===== config.mk =====
export PLATFORM = sky130hd
export DESIGN_NAME = grid_line_scanner_top
export DESIGN_NICKNAME = d
export VERILOG_FILES = /design/src/rtl/core/gls_pkg.sv /design/src/rtl/core/gls_ram.sv /design/src/rtl/core/grid_line_scanner_top.sv
export SDC_FILE = /design/constraint.sdc
export NUM_CORES = 1
export LEC_CHECK = 0
export BUFFER_PORTS_ARGS = -buffer_cell sky130_fd_sc_hd__clkbuf_2
export CAP_MARGIN = 20
export CORE_ASPECT_RATIO = 0.75
export CORE_MARGIN = 2
export CORE_UTILIZATION = 40
export DETAILED_ROUTE_END_ITERATION = 10
export GPL_TIMING_DRIVEN = 0
export PLACE_DENSITY = 0.67
export SETUP_SLACK_MARGIN = 0.5
export SYNTH_ARGS = -nofsm -noshare
export SYNTH_HDL_FRONTEND = slang
export SYNTH_SLANG_ARGS = --single-unit

===== constraint.sdc =====
create_clock -name clock -period 12.5 [get_ports clock]
set_input_delay 2.5 -clock clock [delete_from_list [all_inputs] [get_ports clock]]
set_output_delay 2.5 -clock clock [all_outputs]
set_load 0.01 [all_outputs]

===== src/rtl/core/gls_pkg.sv =====
// ----------------------------------------------------------------------------
// gls_pkg
// Shared types and codes of the grid line scanner.
// ----------------------------------------------------------------------------
`timescale 1ns / 1ps

package gls_pkg;

   // width of the row and column count registers
   localparam int CNT_W   = 5;
   localparam int COORD_W = 4;
   localparam int VALUE_W = 2;
   localparam int KIND_W  = 3;

   localparam int REQ_DATA_W = 16;
   localparam int RSP_DATA_W = 24;
   localparam int RSP_USER_W = 4;
   localparam int CSR_ADDR_W = 3;
   localparam int CSR_DATA_W = 32;

   localparam logic [CSR_ADDR_W-1:0] ADDR_ROW_COUNT    = 3'd0;
   localparam logic [CSR_ADDR_W-1:0] ADDR_COLUMN_COUNT = 3'd4;

   localparam logic [CNT_W-1:0] ROW_COUNT_RESET    = 5'd3;
   localparam logic [CNT_W-1:0] COLUMN_COUNT_RESET = 5'd3;

   typedef enum logic [1:0] {
      CMD_WRITE   = 2'd0,
      CMD_RESTART = 2'd1,
      CMD_NEXT    = 2'd2
   } cmd_type;

   localparam logic [KIND_W-1:0] KIND_ROW       = 3'd0;
   localparam logic [KIND_W-1:0] KIND_COLUMN    = 3'd1;
   localparam logic [KIND_W-1:0] KIND_DIAG_LEFT = 3'd2;
   localparam logic [KIND_W-1:0] KIND_DIAG_TOP  = 3'd3;
   localparam logic [KIND_W-1:0] KIND_ANTI_RIGHT = 3'd4;
   localparam logic [KIND_W-1:0] KIND_ANTI_TOP  = 3'd5;
   localparam logic [KIND_W-1:0] KIND_END       = 3'd6;

   typedef enum logic [1:0] {
      ST_CLEAR,
      ST_IDLE,
      ST_SEEK,
      ST_EMIT
   } state_type;

   typedef struct packed {
      logic               done;
      logic               last;
      logic [COORD_W-1:0] pos;
      logic [COORD_W-1:0] line;
      logic [KIND_W-1:0]  kind;
      logic [COORD_W-1:0] col;
      logic [COORD_W-1:0] row;
   } meta_type;

endpackage


===== src/rtl/core/gls_ram.sv =====
// ----------------------------------------------------------------------------
// gls_ram
// Generic single-write, single-read memory with registered read data.
// ----------------------------------------------------------------------------
`timescale 1ns / 1ps

module gls_ram #(
   parameter int WIDTH = 2,
   parameter int DEPTH = 256,
   parameter int AW    = 8
) (
   input  logic             clock,
   input  logic             we,
   input  logic [AW-1:0]    waddr,
   input  logic [WIDTH-1:0] wdata,
   input  logic             re,
   input  logic [AW-1:0]    raddr,
   output logic [WIDTH-1:0] rdata
);

   logic [WIDTH-1:0] mem [DEPTH];

   // read data only changes on a read, so it doubles as a holding stage
   always_ff @(posedge clock) begin
      if (we) begin
         mem[waddr] <= wdata;
      end
      if (re) begin
         rdata <= mem[raddr];
      end
   end

endmodule


===== src/rtl/core/grid_line_scanner_top.sv =====
// write and restart words are handled in idle itself; a next-line word steps past each
// line kind it skips, sets up the line, then issues one grid memory read per cycle
// while the p stage is free; each word then passes the p and out stages to rsp. the
// single memory read port sets this rate.
// after reset the grid is zeroed one cell per cycle, all MAX_ROWS * MAX_COLUMNS
// cells (256 by default), with req_tready low; csr writes are taken throughout.
// ----------------------------------------------------------------------------
// grid_line_scanner_top
// Cell grid in a memory, streamed out line by line: rows, columns, diagonals.
// ----------------------------------------------------------------------------
`timescale 1ns / 1ps

module grid_line_scanner_top #(
   parameter int MAX_ROWS    = 16,
   parameter int MAX_COLUMNS = 16,
   parameter int CELL_BITS   = 2
) (
   input  logic                             clock,
   input  logic                             reset,
   // command[1:0], write_row[5:2], write_column[9:6], write_value[11:10]
   input  logic [gls_pkg::REQ_DATA_W-1:0]   req_tdata,
   input  logic                             req_tvalid,
   output logic                             req_tready,
   // cell_row[3:0], cell_column[7:4], cell_value[9:8], line_number[13:10],
   // position[17:14]
   output logic [gls_pkg::RSP_DATA_W-1:0]   rsp_tdata,
   // line_kind[2:0], done_res[3]
   output logic [gls_pkg::RSP_USER_W-1:0]   rsp_tuser,
   output logic                             rsp_tlast,
   output logic                             rsp_tvalid,
   input  logic                             rsp_tready,
   input  logic                             csr_psel,
   input  logic                             csr_penable,
   input  logic                             csr_pwrite,
   input  logic [gls_pkg::CSR_ADDR_W-1:0]   csr_paddr,
   input  logic [gls_pkg::CSR_DATA_W-1:0]   csr_pwdata,
   output logic [gls_pkg::CSR_DATA_W-1:0]   csr_prdata,
   output logic                             csr_pready
);

   import gls_pkg::*;

   localparam int DEPTH = MAX_ROWS * MAX_COLUMNS;
   localparam int AW    = (DEPTH > 1) ? $clog2(DEPTH) : 1;

   function automatic logic [CNT_W-1:0] min_cnt(input logic [CNT_W-1:0] a,
                                                input logic [CNT_W-1:0] b);
      min_cnt = (a < b) ? a : b;
   endfunction

   state_type          state_ff, state_in;
   logic [AW-1:0]      clr_addr_ff, clr_addr_in;
   logic [KIND_W-1:0]  kind_ff, kind_in;
   logic [CNT_W-1:0]   line_ff, line_in;
   logic [CNT_W-1:0]   cur_r_ff, cur_r_in;
   logic [CNT_W-1:0]   cur_c_ff, cur_c_in;
   logic               row_inc_ff, row_inc_in;
   logic               col_inc_ff, col_inc_in;
   logic               col_dec_ff, col_dec_in;
   logic [CNT_W-1:0]   len_ff, len_in;
   logic [CNT_W-1:0]   pos_ff, pos_in;
   logic [CNT_W-1:0]   row_count_ff, column_count_ff;

   logic               p_valid_ff, p_valid_in;
   meta_type           p_meta_ff, p_meta_in;
   logic               p_load;
   logic               out_valid_ff, out_valid_in;
   meta_type           out_meta_ff;
   logic [VALUE_W-1:0] out_value_ff;

   logic               out_free, p_move, p_free;
   logic [CNT_W-1:0]   r_eff, c_eff, lines_cur, line_next;
   logic               last_elem;

   logic               ram_we, ram_re;
   logic [AW-1:0]      ram_waddr, ram_raddr;
   logic [CELL_BITS-1:0] ram_wdata, ram_rdata;

   cmd_type            req_cmd;
   logic [COORD_W-1:0] req_row, req_col;
   logic [VALUE_W-1:0] req_value;
   logic               csr_write;

   assign req_cmd   = cmd_type'(req_tdata[1:0]);
   assign req_row   = req_tdata[5:2];
   assign req_col   = req_tdata[9:6];
   assign req_value = req_tdata[11:10];

   // ---------------- configuration ----------------
   assign csr_pready = 1'b1;
   assign csr_write  = csr_psel && csr_penable && csr_pwrite && csr_pready;

   always_ff @(posedge clock) begin
      if (reset) begin
         row_count_ff    <= ROW_COUNT_RESET;
         column_count_ff <= COLUMN_COUNT_RESET;
      end else if (csr_write) begin
         if (csr_paddr == ADDR_ROW_COUNT) begin
            row_count_ff <= csr_pwdata[CNT_W-1:0];
         end
         if (csr_paddr == ADDR_COLUMN_COUNT) begin
            column_count_ff <= csr_pwdata[CNT_W-1:0];
         end
      end
   end

   always_comb begin
      unique case (csr_paddr)
         ADDR_ROW_COUNT:    csr_prdata = CSR_DATA_W'(row_count_ff);
         ADDR_COLUMN_COUNT: csr_prdata = CSR_DATA_W'(column_count_ff);
         default:           csr_prdata = '0;
      endcase
   end

   // counts clamped to the grid size
   assign r_eff = (int'(row_count_ff) > MAX_ROWS) ? CNT_W'(MAX_ROWS) : row_count_ff;
   assign c_eff = (int'(column_count_ff) > MAX_COLUMNS) ?
                  CNT_W'(MAX_COLUMNS) : column_count_ff;
   assign lines_cur = kind_ff[0] ? c_eff : r_eff;
   assign line_next = line_ff + 1'b1;
   assign last_elem = ((pos_ff + 1'b1) == len_ff);

   // ---------------- output pipeline ----------------
   // p stage: memory read data plus its tag; out stage: the word on rsp
   assign out_free = !out_valid_ff || rsp_tready;
   assign p_move   = p_valid_ff && out_free;
   assign p_free   = !p_valid_ff || p_move;

   assign p_valid_in   = p_load || (p_valid_ff && !p_move);
   assign out_valid_in = p_move || (out_valid_ff && !rsp_tready);

   always_ff @(posedge clock) begin
      if (reset) begin
         p_valid_ff   <= 1'b0;
         out_valid_ff <= 1'b0;
      end else begin
         p_valid_ff   <= p_valid_in;
         out_valid_ff <= out_valid_in;
      end
   end

   always_ff @(posedge clock) begin
      if (p_load) begin
         p_meta_ff <= p_meta_in;
      end
      if (p_move) begin
         out_meta_ff  <= p_meta_ff;
         out_value_ff <= p_meta_ff.done ? '0 : VALUE_W'(ram_rdata);
      end
   end

   assign rsp_tvalid = out_valid_ff;
   assign rsp_tlast  = out_meta_ff.last;
   assign rsp_tuser  = {out_meta_ff.done, out_meta_ff.kind};
   assign rsp_tdata  = {6'b0, out_meta_ff.pos, out_meta_ff.line, out_value_ff,
                        out_meta_ff.col, out_meta_ff.row};

   // ---------------- sequencer ----------------
   always_ff @(posedge clock) begin
      if (reset) begin
         state_ff    <= ST_CLEAR;
         clr_addr_ff <= '0;
         kind_ff     <= KIND_ROW;
         line_ff     <= '0;
      end else begin
         state_ff    <= state_in;
         clr_addr_ff <= clr_addr_in;
         kind_ff     <= kind_in;
         line_ff     <= line_in;
      end
   end

   always_ff @(posedge clock) begin
      cur_r_ff   <= cur_r_in;
      cur_c_ff   <= cur_c_in;
      row_inc_ff <= row_inc_in;
      col_inc_ff <= col_inc_in;
      col_dec_ff <= col_dec_in;
      len_ff     <= len_in;
      pos_ff     <= pos_in;
   end

   always_comb begin
      state_in    = state_ff;
      clr_addr_in = clr_addr_ff;
      kind_in     = kind_ff;
      line_in     = line_ff;
      cur_r_in    = cur_r_ff;
      cur_c_in    = cur_c_ff;
      row_inc_in  = row_inc_ff;
      col_inc_in  = col_inc_ff;
      col_dec_in  = col_dec_ff;
      len_in      = len_ff;
      pos_in      = pos_ff;
      req_tready  = 1'b0;
      p_load      = 1'b0;
      p_meta_in   = '0;
      ram_we      = 1'b0;
      ram_waddr   = AW'(int'(req_row) * MAX_COLUMNS + int'(req_col));
      ram_wdata   = CELL_BITS'(req_value);
      ram_re      = 1'b0;
      ram_raddr   = AW'(int'(cur_r_ff) * MAX_COLUMNS + int'(cur_c_ff));

      unique case (state_ff)
         ST_CLEAR: begin
            ram_we    = 1'b1;
            ram_waddr = clr_addr_ff;
            ram_wdata = '0;
            if (clr_addr_ff == AW'(DEPTH - 1)) begin
               state_in = ST_IDLE;
            end else begin
               clr_addr_in = clr_addr_ff + 1'b1;
            end
         end

         ST_IDLE: begin
            req_tready = 1'b1;
            if (req_tvalid) begin
               unique case (req_cmd)
                  CMD_WRITE: begin
                     ram_we = (int'(req_row) < MAX_ROWS) && (int'(req_col) < MAX_COLUMNS);
                  end
                  CMD_RESTART: begin
                     kind_in = KIND_ROW;
                     line_in = '0;
                  end
                  CMD_NEXT: begin
                     state_in = ST_SEEK;
                  end
                  default: ;
               endcase
            end
         end

         ST_SEEK: begin
            if (r_eff == '0 || c_eff == '0 || kind_ff >= KIND_END) begin
               if (p_free) begin
                  p_load         = 1'b1;
                  p_meta_in.done = 1'b1;
                  state_in       = ST_IDLE;
               end
            end else if (line_ff >= lines_cur) begin
               // counts shrank under the scan: move on to the next kind
               kind_in = kind_ff + 1'b1;
               line_in = '0;
            end else begin
               pos_in     = '0;
               row_inc_in = 1'b1;
               col_inc_in = 1'b0;
               col_dec_in = 1'b0;
               state_in   = ST_EMIT;
               case (kind_ff)
                  KIND_ROW: begin
                     cur_r_in   = line_ff;
                     cur_c_in   = '0;
                     row_inc_in = 1'b0;
                     col_inc_in = 1'b1;
                     len_in     = c_eff;
                  end
                  KIND_COLUMN: begin
                     cur_r_in = '0;
                     cur_c_in = line_ff;
                     len_in   = r_eff;
                  end
                  KIND_DIAG_LEFT: begin
                     cur_r_in   = line_ff;
                     cur_c_in   = '0;
                     col_inc_in = 1'b1;
                     len_in     = min_cnt(r_eff - line_ff, c_eff);
                  end
                  KIND_DIAG_TOP: begin
                     cur_r_in   = '0;
                     cur_c_in   = line_ff;
                     col_inc_in = 1'b1;
                     len_in     = min_cnt(r_eff, c_eff - line_ff);
                  end
                  KIND_ANTI_RIGHT: begin
                     cur_r_in   = line_ff;
                     cur_c_in   = c_eff - 1'b1;
                     col_dec_in = 1'b1;
                     len_in     = min_cnt(r_eff - line_ff, c_eff);
                  end
                  default: begin
                     cur_r_in   = '0;
                     cur_c_in   = c_eff - 1'b1 - line_ff;
                     col_dec_in = 1'b1;
                     len_in     = min_cnt(r_eff, c_eff - line_ff);
                  end
               endcase
            end
         end

         ST_EMIT: begin
            if (p_free) begin
               ram_re         = 1'b1;
               p_load         = 1'b1;
               p_meta_in.row  = cur_r_ff[COORD_W-1:0];
               p_meta_in.col  = cur_c_ff[COORD_W-1:0];
               p_meta_in.kind = kind_ff;
               p_meta_in.line = line_ff[COORD_W-1:0];
               p_meta_in.pos  = pos_ff[COORD_W-1:0];
               p_meta_in.last = last_elem;
               cur_r_in = cur_r_ff + CNT_W'(row_inc_ff);
               cur_c_in = col_dec_ff ? cur_c_ff - 1'b1 : cur_c_ff + CNT_W'(col_inc_ff);
               pos_in   = pos_ff + 1'b1;
               if (last_elem) begin
                  state_in = ST_IDLE;
                  if (line_next >= lines_cur) begin
                     kind_in = kind_ff + 1'b1;
                     line_in = '0;
                  end else begin
                     line_in = line_next;
                  end
               end
            end
         end

         default: state_in = ST_IDLE;
      endcase
   end

   gls_ram #(
      .WIDTH (CELL_BITS),
      .DEPTH (DEPTH),
      .AW    (AW)
   ) u_grid_ram (
      .clock (clock),
      .we    (ram_we),
      .waddr (ram_waddr),
      .wdata (ram_wdata),
      .re    (ram_re),
      .raddr (ram_raddr),
      .rdata (ram_rdata)
   );

endmodule


==> impl_metrics.json <==
{
  "layout_common_cells": "edfxtp_1 (580), nor2_1 (323), mux2i_1 (143)",
  "fp.dieH_um": 229,
  "worst_slew_pin_slew_ns": 1.14,
  "synth_area_um2": 27000,
  "dr_total_vias": 17100,
  "gp_congestion": 0.942,
  "ys_warn_count": 0,
  "ys_types": 67,
  "period_needed_ns": 5.76,
  "place_hpwl_um": 50900,
  "cts_tree": "built",
  "nets": 2149,
  "hold_viol": 0,
  "fillCellCount": 5755,
  "status": "finished clean",
  "clock_path_buffers": 3,
  "fp.dieArea_um2": 69500,
  "hold_path.class": "reg2reg",
  "power.internal_uw": 3350,
  "start_util_pct": 40.4,
  "synth_edf_count": 580,
  "drc": 0,
  "synthTopCellsByArea": "edfxtp_1 (65%), mux4_2 (6.0%), mux2i_1 (5.3%), nor2_1 (4.5%), ha_1 (2.5%)",
  "wl_per_cell_um": 24.8,
  "crit_path_start_kind": "primary input",
  "drt_first_pass_iters": 6,
  "timing.final.crit_share_pct": 46.1,
  "cts.sinks": 610,
  "relSlewSlack_pct": 23.7,
  "cp.arrival_ns": 3.26,
  "finalMaxSlewViolations": 0,
  "rsz0062_at_grt": "no",
  "antenna_found_initial": 3,
  "clk_latency_ns": 0.67,
  "crit_slowest_cell": "clkbuf_1",
  "final_cell_area_um2": 30700,
  "grt_max_degree": 53,
  "p_leak_uw": 0.0108,
  "io_pins": 122,
  "via_per_inst": 5.77,
  "core_um2": 66800,
  "critPathKind": "in2out",
  "drive_gt1_share_pct": 14.8,
  "grt.total_usage_pct": 20.9,
  "grt_overflow": 0,
  "yosys.area.top_type": "edfxtp_1",
  "areaGrowthSynthToFinish_pct": 14.0,
  "grt_pass1_wl_um": 107000,
  "power.density_nw_per_um2": 140,
  "numCtsBuffers": 60,
  "io_buffers": 55,
  "clk_pin_slew_ns": 0.06,
  "drt_iter0_drc": 2345,
  "final_common_cell": "edfxtp_1",
  "synth_top_area_share_pct": 64.6,
  "clockPowerShare_pct": 42.7,
  "hold_buffers": 0,
  "cts-root-buf": "clkbuf_16",
  "placementRows": 82,
  "cp_max_fo": 6,
  "synth_flop_cell": "edfxtp_1",
  "seq_power_share_pct": 52.5,
  "p_sw_uw": 967,
  "async_flop_share_pct": 0,
  "pwr-share-comb_pct": 4.9,
  "antenna_left": 0,
  "die_w_um": 304,
  "cts_setup_buffers": 0,
  "htreeDepth": 2,
  "finalSetupViolCount": 0,
  "ys_seq_area_share_pct": 66.8,
  "avgSynthCellArea_um2": 14.4,
  "synth_seq_cells": 610,
  "drt_wl_total_um": 73700,
  "crit_chain": "clkbuf_1 -> mux2i_1 -> nor2_1 -> clkbuf_2",
  "post-route-util_pct": 46.0,
  "finClkSkew_ns": 0.0592,
  "synthCells": 1869,
  "slowest_delay_ns": 0.31,
  "fmax_mhz": 174,
  "grt_pass1_vias": 16700,
  "switching_share_pct": 22.4,
  "crit_required_ns": 10.00,
  "maxCapViolCount": 0,
  "peakVddDrop_uv": 122,
  "worst_setup_path_end_kind": "output pin",
  "place_area_um2": 28700,
  "cts_resized": 0
}
critical path, delay by kind of cell:
| kind | cells | cell delay (ns) |
|---|---|---|
| buffers and inverters | 2 | 0.44 |
| muxes | 1 | 0.26 |
| and+or+nand+nor | 1 | 0.06 |
logic make-up (layout without fill, tap and decap cells):
family	count (synthesis)	in the layout	synth area share, %
flops	610	610	66.8
simple gates	523	523	8.47
other cells	2	36	0.0278
compound gates	232	232	5.77
buf+inv	186	367	3.28
xor+xnor	41	41	1.43
mux	217	217	11.4
fa+ha+maj	58	58	2.80
worst paths after layout:
path                                    startpoint             to  slack, ns  cells past startpoint
worst min register to register       p_meta_ff[13]  rsp_tdata[12]       0.42                      0
worst max register to register  column_count_ff[4]      pos_ff[3]       8.18                     15
worst min-delay path                 p_meta_ff[13]  rsp_tdata[12]       0.42                      0
worst max-delay path                  csr_paddr[2]  csr_prdata[3]       6.74                      4
sequential cells by signal, indices dropped and copies added (netlist names), 5 cells and up:
signal	count
rsp_tdata	16
p_meta_ff	21
row_count_ff	5
cur_c_ff	5
len_ff	5
clr_addr_ff	8
line_ff	5
column_count_ff	5
u_grid_ram.mem	512
pos_ff	5
through the flow:
stage	power, uW	instances	setup WS [ns]	TNS, ns	hold slack [ns]
after floorplan	2430	1901	2.41	0	0.400
after global placement	2520	2838	-3.74	-1904.08	0.406
after detailed placement	2510	2851	6.74	0	0.405
after CTS	4320	2962	6.74	0	0.414
after global routing	4420	2966	6.67	0	0.419
final	4320	2966	6.74	0	0.416
cells in the mapped netlist, types with 6 or more instances:
library cell and instances:
a211oi_1 7, a21o_1 10, a21oi_1 38, a22o_1 16, a22oi_1 17, a31oi_1 12, and2_1 24, buf_2 12
buf_4 46, clkbuf_1 83, dfxtp_1 30, edfxtp_1 580, ha_1 54, inv_1 43, mux2i_1 143, mux4_2 72
nand2_1 79, nand2b_1 9, nand3_1 18, nand3b_1 6, nor2_1 323, nor2b_1 17, nor3_1 8, nor4_1 11
o211ai_1 6, o21a_1 6, o21ai_0 30, o22ai_1 52, o31ai_1 6, xnor2_1 23, xor2_1 16
final cells by class:
class                   count  area (um^2)  share of cell area [%]
well taps                 882         1100                    3.59
diodes                      2         5.00                  0.0163
inverters                  43          161                   0.525
plain buffers             143          724                    2.36
multi-input cells        1105         8200                    26.7
repair buffers             70          529                    1.72
clock buffers              73         1600                    5.21
flip-flops and latches    610        18000                    58.6
clock inverters            38          400                    1.30
metal layers:
metal  global-route usage, %  vias up  share of wire [%]
li1                        -     7337                  -
met4                    6.61        2                2.7
met3                    6.39      142                 14
met5                       0        -              0.018
met1                    30.1     8545                 41
met2                    30.2     1083                 43
power groups by stage:
stage	sequential, uW	clock, uW	combinational [uW]
4_1_cts	2260	1850	205
2_1_floorplan	2320	0	112
3_5_place_dp	2310	0	204
5_1_grt	2260	1930	221
6_report	2260	1840	210
3_3_place_gp	2330	0	187
(Power assumes the default switching activity.)
